[src/hcs_pkg.sv]
package hcs_pkg;

   // histogram geometry
   localparam int BINS       = 256;
   localparam int BIN_BITS   = $clog2(BINS);
   localparam int BOUND_BITS = BIN_BITS + 1;
   localparam int PIXEL_BITS = 8;
   localparam int MODE_BITS  = 2;
   localparam int COUNT_BITS = 24;
   localparam int MIN_BITS   = 24;

   localparam logic [COUNT_BITS-1:0] COUNT_MAX = {COUNT_BITS{1'b1}};
   localparam logic [PIXEL_BITS-1:0] PIXEL_MAX = {PIXEL_BITS{1'b1}};

   // item modes
   localparam logic [MODE_BITS-1:0] MODE_CLEAR = 2'd0;
   localparam logic [MODE_BITS-1:0] MODE_COUNT = 2'd1;
   localparam logic [MODE_BITS-1:0] MODE_MAP   = 2'd2;

   // divider: quotient is one pixel wide, one bit per step
   localparam int DIV_STEPS     = PIXEL_BITS;
   localparam int DIV_STEP_BITS = $clog2(DIV_STEPS);
   localparam int NUM_BITS      = 2 * PIXEL_BITS;

   typedef enum logic [2:0] {
      ST_IDLE,
      ST_COUNT,
      ST_SCAN,
      ST_SETUP,
      ST_DIVIDE
   } state_type;

   typedef struct packed {
      logic                  start;
      logic [NUM_BITS-1:0]   numerator;
      logic [PIXEL_BITS-1:0] divisor;
   } div_req_type;

   typedef struct packed {
      logic                  done;
      logic [PIXEL_BITS-1:0] quotient;
   } div_rsp_type;

endpackage

[src/hcs_div.sv]
module hcs_div
   import hcs_pkg::*;
(
   input  logic        clock,
   input  logic        reset,
   input  div_req_type req,
   output div_rsp_type rsp
);

   // restoring divider; numerator high half is known to be below the divisor
   logic                     run_ff;
   logic [DIV_STEP_BITS-1:0] step_ff;
   logic [PIXEL_BITS-1:0]    rem_ff;
   logic [PIXEL_BITS-1:0]    rem_in;
   logic [PIXEL_BITS-1:0]    quo_ff;
   logic [PIXEL_BITS-1:0]    quo_in;
   logic [PIXEL_BITS-1:0]    div_ff;
   logic [PIXEL_BITS:0]      trial;
   logic [PIXEL_BITS:0]      diff;
   logic                     fits;

   always_comb begin
      trial  = {rem_ff, quo_ff[PIXEL_BITS-1]};
      diff   = trial - {1'b0, div_ff};
      fits   = (trial >= {1'b0, div_ff});
      rem_in = fits ? diff[PIXEL_BITS-1:0] : trial[PIXEL_BITS-1:0];
      quo_in = {quo_ff[PIXEL_BITS-2:0], fits};
   end

   assign rsp.done     = run_ff && (step_ff == DIV_STEP_BITS'(DIV_STEPS - 1));
   assign rsp.quotient = quo_in;

   always_ff @(posedge clock) begin
      if (reset) begin
         run_ff  <= 1'b0;
         step_ff <= '0;
      end else if (req.start) begin
         run_ff  <= 1'b1;
         step_ff <= '0;
      end else if (run_ff) begin
         step_ff <= step_ff + 1'b1;
         if (rsp.done) begin
            run_ff <= 1'b0;
         end
      end
   end

   always_ff @(posedge clock) begin
      if (req.start) begin
         rem_ff <= req.numerator[NUM_BITS-1:PIXEL_BITS];
         quo_ff <= req.numerator[PIXEL_BITS-1:0];
         div_ff <= req.divisor;
      end else if (run_ff) begin
         rem_ff <= rem_in;
         quo_ff <= quo_in;
      end
   end

endmodule

[config.mk]
export PLATFORM = sky130hd
export DESIGN_NAME = hcs_div
export DESIGN_NICKNAME = d
export VERILOG_FILES = /design/src/hcs_pkg.sv /design/src/hcs_div.sv
export SDC_FILE = /design/constraint.sdc
export NUM_CORES = 1
export LEC_CHECK = 0
export ABC_AREA = 1
export BUFFER_PORTS_ARGS = -buffer_cell sky130_fd_sc_hd__buf_2
export CAP_MARGIN = 10
export CORE_AREA = 2 2 69 55
export DETAILED_ROUTE_END_ITERATION = 12
export DIE_AREA = 0 0 71 57
export GPL_TIMING_DRIVEN = 0
export PLACE_DENSITY = 0.78
export REMOVE_ABC_BUFFERS = 1
export SYNTH_ARGS = -nofsm -noshare
export SYNTH_HDL_FRONTEND = slang
export SYNTH_SLANG_ARGS = --single-unit
export TNS_END_PERCENT = 20
[constraint.sdc]
create_clock -name clock -period 4.69 [get_ports clock]
set_input_delay 0.2345 -clock clock [delete_from_list [all_inputs] [get_ports clock]]
set_output_delay 0.2345 -clock clock [all_outputs]
set_load 0.05 [all_outputs]
======== Word level (Yosys, flattened, before mapping) ========
Index checks and enable logic that the tools add are counted.
storage, ports and cells
  register bits after elaboration ......... 28
  input bits .............................. 27
  output and inout bits ................... 9
  logic and storage cells ................. 20
operators by class
  add/subtract/negate cells ............... 2
  magnitude comparators ................... 1
  eq/ne operators ......................... 1
  muxes and demuxes ....................... 8
  reduce and logical (&&, ||, !) cells .... 3
operators by type and width
  cell                 count
  $mux 8               5
  $ge 9x8->1           1
  $sub 8x8->8          1
  $add 3x1->3 const B  1
  $eq 3x3->1 const B   1
  $mux 1               3
  $reduce_bool 2->1    1
  $reduce_or 2->1      1
  $logic_and 1x1->1    1

======== Longest topological paths before layout ========
Gate-level depths: netlist of run 1.
  depth in word-level cells ............... 5
  depth in mapped cells ................... 12
  mapped depth without buffers ............ 12

======== Worst setup path before layout of run 1 ========
No wires, ideal clock.
  kind .................................... register to output
  start ................................... register rem_ff[1]
  end ..................................... output port rsp[0] (netlist bit)
  arrival time ............................ 1478 ps
  setup slack ............................. 2978 ps
  cell stages (with the launch flop) ...... 8
  path buffers ............................ 1
  path through ............................ edfxtp_1 > ha_1 > or2_4 > nand3_2 > nand2_4 > nand2_8 > nand2_8 > buf_4
on the way
  longest elaborated chain between the ends .. 1
ends and longest elaborated chain
  element                 line           source
  start, declared         hcs_div.sv:13  logic [PIXEL_BITS-1:0] rem_ff;
  start signal, assigned  hcs_div.sv:50  rem_ff <= req.numerator[NUM_BITS-1:PIXEL_BITS];
  start signal, assigned  hcs_div.sv:54  rem_ff <= rem_in;
  $ge 9x8->1              hcs_div.sv:25  fits = (trial >= {1'b0, div_ff});
  end, declared           hcs_div.sv:7   output div_rsp_type rsp
Every way passes these cells.

==> results_dict.tcl, run 1 <==
set metrics [dict create \
    critPathKind "flop to primary output" \
    crit_family "simple AND/OR/NAND/NOR gates" \
    fin_ws_ns 2.48 \
    yosys.cell_count.top_type "nand2_1" \
    rr_startpoint "rem_ff[5]" \
    pre_cts_slack_ns 2.79 \
    core_area_sq_mm 0.00345 \
    power.density_mw_per_mm2 393 \
    whs_ns 0.124 \
    max_cap_viol_count 0 \
    cp_num_cells 8 \
    ir_worst_vdd_v 0.000226 \
    port_buffers 35 \
    ys_async_sr_fraction_pct 0 \
    rrSetupSlack_ns 2.80 \
    ys_ff_latch 28 \
    track_usage_pct 17.0 \
    yosysSeqAreaShare_pct 44.4 \
    n_antenna_cell 0 \
    p_leak_nw 0.982 \
    dr.pass1.iters 4 \
    netlist_top_cells_area "edfxtp_1 40%, nand2_1 14%, ha_1 6.9%" \
    root_buffer "clkbuf_8" \
    io_pins 36 \
    antenna_found_initial 0 \
    clock_sinks 28 \
    critPathLaunch "rem_ff[5]" \
    slew_viol_final 0 \
    crit_fanout 10 \
    reg2reg_to "rem_ff[2]" \
    grt.overflow.total 0 \
    drt_drc_violations_left 0 \
    grt_max_degree 27 \
    synth_edf_count 24 \
    die-area_sq_mm 0.00405 \
    worstMarginPinSlew_ns 0.643 \
    finalPower_mw 0.790 \
    yosys-top-cells-count "66 x nand2_1, 24 x edfxtp_1, 21 x inv_1, 14 x nand3_1, 10 x ha_1" \
    grt_pass1_vias 1255 \
    hp-start "req[6]" \
    cts_hold_buf 0 \
    skew_ns 0.00132 \
    dp.cells 268 \
    post-route-period-util_pct 47.1 \
    finalSetupViolCount 0 \
    area_growth_pct 11.4 \
    clock_latency_ns 0.28 \
    clkTransAtPathRegs_ns 0.09 \
    vias_per_cell 4.96 \
    synth.distinct_cells 30 \
    yosysWarnings 0 \
    endpoint_kind "primary output" \
    start_util_pct 52.3 \
    syn_inst 202 \
    run_status "completed" \
    relSlewSlack_pct 57.1 \
    place_hpwl_microns 2280 \
    htree_levels 1 \
    die_h_microns 57 \
    worstPathArrival_ns 1.97 \
    cp_common_cell "nand2_1" \
    worstRegToRegCells 9 \
    cpPeakStageDelay_ns 0.40 \
    syn_area_sq_mm 0.00180 \
    drive_gt1_share_pct 26.5 \
    cts_resized 0 \
    avgSynthCellArea_sq_um 8.93 \
    routedWlPerCell_microns 11.4 \
    yosysTopAreaCell "edfxtp_1" \
    hold_viol 0 \
    tritoncts "yes" \
    gp_congestion 0.844 \
    cp_slowest_cell "edfxtp_1" \
    final_cell_count_no_fill 272 \
    hold_depth 1 \
    drtIter0Drc 51 \
    critPathLaunchType "flop" \
    chipWidth_microns 71 \
    hp-class "input pin to flop" \
    required_ns 4.46 \
    routed_wl_microns 3100 \
    fill_cells 297 \
    antenna_left 0 \
    holdPathEnd "div_ff[6]" \
    clockBufferDepth 2 \
    numCtsBuffers 3 \
    finalNetCount 269 \
    fin_crit_ns 2.21 \
    worst-path-buf-inv 1 \
    crit_chain "ha_1 -> nand2_1 -> nand2_1 -> nand2_1 -> nand2_4 -> nor2_8 -> nand2_8 -> buf_2" \
    rsz0062_at_grt "no" \
    grt_pass1_wl_microns 5450 \
    synth_ff_type "edfxtp_1" \
    rows 19 \
    num_vias 1348 \
    yosys.area.top_type_share_pct 39.9 \
    finalSetupTns_ns 0 \
    max_freq_ghz 0.453 \
    post-cts-setup-buffers 0 \
]
==> cells in the final DEF, fill, tap and decap left out, drive strengths merged <==
| cell | n |
|---|---|
| nand2 | 78 |
| buf | 35 |
| edfxtp | 24 |
| inv | 22 |
| nand3 | 17 |
| ha | 10 |
| nor2 | 8 |
| nand3b | 7 |
| a21oi | 6 |
| clkbuf | 4 |
| dfxtp | 4 |
| clkinv | 4 |
| xor2 | 3 |
| or2 | 3 |
| nor3 | 1 |
| nand4 | 1 |
| a31oi | 1 |
| a211oi | 1 |
| fa | 1 |
==> stage by stage <==
| stage | utilization (%) | area (sq um) |
|---|---|---|
| 3_5_place_dp | 56.7 | 1960 |
| 4_1_cts | 58.3 | 2010 |
| 2_1_floorplan | - | 1730 |
| 3_3_place_gp | 56.7 | 1960 |
| 6_report | 58.3 | 2010 |
| 5_1_grt | 58.3 | 2010 |
==> sequential cells by signal (all words and copies together), names as in the netlist <==
signal	count
rem_ff	8
step_ff	3
div_ff	8
run_ff	1
quo_ff	8
==> report_power, final <==
| part | switching, mW | internal, mW | leakage, nW |
|---|---|---|---|
| sequential | 0.0157 | 0.308 | 0.274 |
| combinational | 0.203 | 0.114 | 0.679 |
| clock | 0.0744 | 0.0753 | 0.0288 |
| total | 0.293 | 0.497 | 0.982 |
==> routing by layer <==
metal / global-route usage (%) / vias up / wire [microns]
met5: 0 / - / 0
met4: 5.66 / 0 / 40
met3: 3.18 / 4 / 124
met2: 26.3 / 26 / 1390
met1: 24.5 / 621 / 1540
li1: - / 697 / -
==> logic make-up (layout without fill, tap and decap cells) <==
| family | after synthesis | after routing | share of synthesized area (%) |
|---|---|---|---|
| DFF | 28 | 28 | 44.4 |
| and+or+nand+nor | 115 | 115 | 34.0 |
| xor gates and xnor gates | 3 | 3 | 1.46 |
| AOI/OAI and AO/OA | 8 | 8 | 2.43 |
| adders and majority gates | 11 | 11 | 8.04 |
| buffers and inverters | 37 | 65 | 9.71 |
==> worst max-delay path by stage <==
stage / to / slack [ns]
5_1_grt: rsp[0] / 2.36
2_1_floorplan: rem_ff[0] / 2.99
6_report: rsp[0] / 2.48
3_3_place_gp: rsp[0] / 2.81
3_5_place_dp: rsp[0] / 2.79
4_1_cts: rsp[0] / 2.46
==> area by class of cell <==
| class | instances | area, sq um | area share (%) |
|---|---|---|---|
| clock buffer | 4 | 55.1 | 2.74 |
| multi-input combinational | 137 | 828 | 41.2 |
| tap | 42 | 52.6 | 2.61 |
| sequential | 28 | 801 | 39.8 |
| timing repair buffer | 35 | 175 | 8.71 |
| inverter | 26 | 98.8 | 4.92 |
(Power assumes the default switching activity.)
==> run 2: changes to the inputs <==
Settings changed: CORE_AREA 2 2 69 55 to 2 2 70 55, DIE_AREA 0 0 71 57 to 0 0 72 57, PLACE_DENSITY 0.78 to 0.77.
Clock period 4.69 ns to 2.1 ns, I/O delays scaled along.
==> results_dict.tcl, run 2 (synthesized netlist as in run 1, its figures left out) <==
set metrics [dict create \
    hp-class "input pin to flop" \
    whs_ns 0.00206 \
    antenna_found_initial 0 \
    critPathKind "flop to primary output" \
    routed_wl_microns 3140 \
    n_antenna_cell 0 \
    cpPeakStageDelay_ns 0.39 \
    start_util_pct 51.6 \
    root_buffer "clkbuf_8" \
    grt_pass1_wl_microns 5460 \
    hp-start "reset" \
    crit_chain "ha_1 -> inv_1 -> nor2_2 -> nand3_2 -> nor2_4 -> nor2_8 -> nand2_8 -> clkbuf_4" \
    final_cell_count_no_fill 279 \
    reg_top3 "div_ff: 8 flops, quo_ff: 8 flops, rem_ff: 8 flops" \
    port_buffers 35 \
    relSlewSlack_pct 58.0 \
    fin_crit_ns 1.98 \
    die-area_sq_mm 0.00410 \
    clock_sinks 28 \
    chipWidth_microns 72 \
    area_growth_pct 15.9 \
    finalNetCount 276 \
    endpoint_kind "primary output" \
    antenna_left 0 \
    final_common_cell "nand2_1" \
    worstMarginPinSlew_ns 0.630 \
    skew_ns 0.00874 \
    rr_startpoint "rem_ff[5]" \
    clockBufferDepth 2 \
    rows 19 \
    clkTransAtPathRegs_ns 0.08 \
    holdPathEnd "run_ff" \
    gp_congestion 0.830 \
    hold_depth 2 \
    crit_fanout 9 \
    grt.overflow.total 0 \
    max_cap_viol_count 0 \
    grt_max_degree 27 \
    run_status "completed" \
    finalSetupViolCount 0 \
    p_leak_nw 1.01 \
    final_cell_mix "66 x nand2_1, 34 x buf_2, 24 x edfxtp_1, 21 x inv_1, 14 x nand3_1" \
    slew_viol_final 0 \
    worstPathArrival_ns 1.88 \
    post-route-period-util_pct 94.5 \
    power.density_mw_per_mm2 850 \
    drt_drc_violations_left 0 \
    htree_levels 1 \
    core_area_sq_mm 0.00349 \
    critPathLaunchType "flop" \
    tritoncts "yes" \
    die_h_microns 57 \
    required_ns 2.00 \
    crit_family "simple AND/OR/NAND/NOR gates" \
    ir_worst_vdd_v 0.000455 \
    drive_gt1_share_pct 27.4 \
    finalSetupTns_ns 0 \
    drtIter0Drc 55 \
    cp_slowest_cell "edfxtp_1" \
    dp.cells 268 \
    hold_viol 0 \
    track_usage_pct 16.9 \
    rrSetupSlack_ns 0.20 \
    vias_per_cell 4.94 \
    dr.pass1.iters 4 \
    num_vias 1378 \
    worstRegToRegCells 10 \
    routedWlPerCell_microns 11.3 \
    place_hpwl_microns 2250 \
    fill_cells 287 \
    grt_pass1_vias 1271 \
    clock_latency_ns 0.28 \
    numCtsBuffers 3 \
    io_pins 36 \
    worst-path-buf-inv 2 \
    reg2reg_to "rem_ff[6]" \
    rsz0062_at_grt "no" \
    max_freq_ghz 0.504 \
]
[run 2: changes by cell type in the layout (fill, tap and decap cells not counted), sizes merged]
| cell | before | now |
|---|---|---|
| clkbuf | 4 | 5 |
| dlygate4sd3 | 0 | 4 |
| buf | 35 | 37 |
[run 2: worst max path at each step]
stage               from         to  slack, ns  cells after the start
2_1_floorplan  rem_ff[6]  rem_ff[0]       0.40                     10
3_3_place_gp   rem_ff[5]  rem_ff[2]       0.25                      9
3_5_place_dp   rem_ff[5]  rem_ff[1]       0.26                      9
4_1_cts        rem_ff[5]     rsp[0]       0.03                      8
5_1_grt        rem_ff[6]     rsp[0]      0.009                      8
6_report       rem_ff[6]     rsp[0]       0.12                      8
[run 2: layer usage]
metal | up-vias | wire length (microns) | global-route usage (%) | share of wire (%)
li1 | 711 | - | - | -
met1 | 615 | 1530 | 23.4 | 49
met2 | 47 | 1380 | 26.7 | 44
met3 | 5 | 192 | 2.83 | 6.1
met4 | 0 | 35 | 6.47 | 1.1
met5 | - | 0 | 0 | 0
[run 2: timing repair]
item	in CTS	in global routing
hold buffers	4	0
hold endpoints to repair	4	0
resized for setup	0	3
setup endpoints to repair	0	1
setup buffers	0	3
[run 2: layout make-up]
cell class              count  area, sq um  share of cell area [%]
multi-input cells         137          853                    40.8
well taps                  42         52.6                    2.51
inverters                  26         98.8                    4.73
repair buffers             42          240                    11.5
clock buffers               4         45.0                    2.15
flip-flops and latches     28          801                    38.3
[run 2: power breakdown]
group	leakage, nW	internal (mW)	switching [mW]
sequential	0.274	0.688	0.0388
clock	0.0228	0.136	0.161
combinational	0.713	0.292	0.460
[run 2: through the flow]
| stage | utilization [%] | power [mW] | worst slack (ns) | area (sq um) |
|---|---|---|---|---|
| floorplan | - | 1.30 | 0.397 | 1730 |
| global placement | 56.0 | 1.43 | 0.254 | 1960 |
| detailed placement | 56.0 | 1.44 | 0.258 | 1960 |
| CTS | 58.4 | 1.74 | 0.0339 | 2040 |
| global route | 59.8 | 1.90 | 0.00877 | 2090 |
| finish | 59.8 | 1.78 | 0.116 | 2090 |
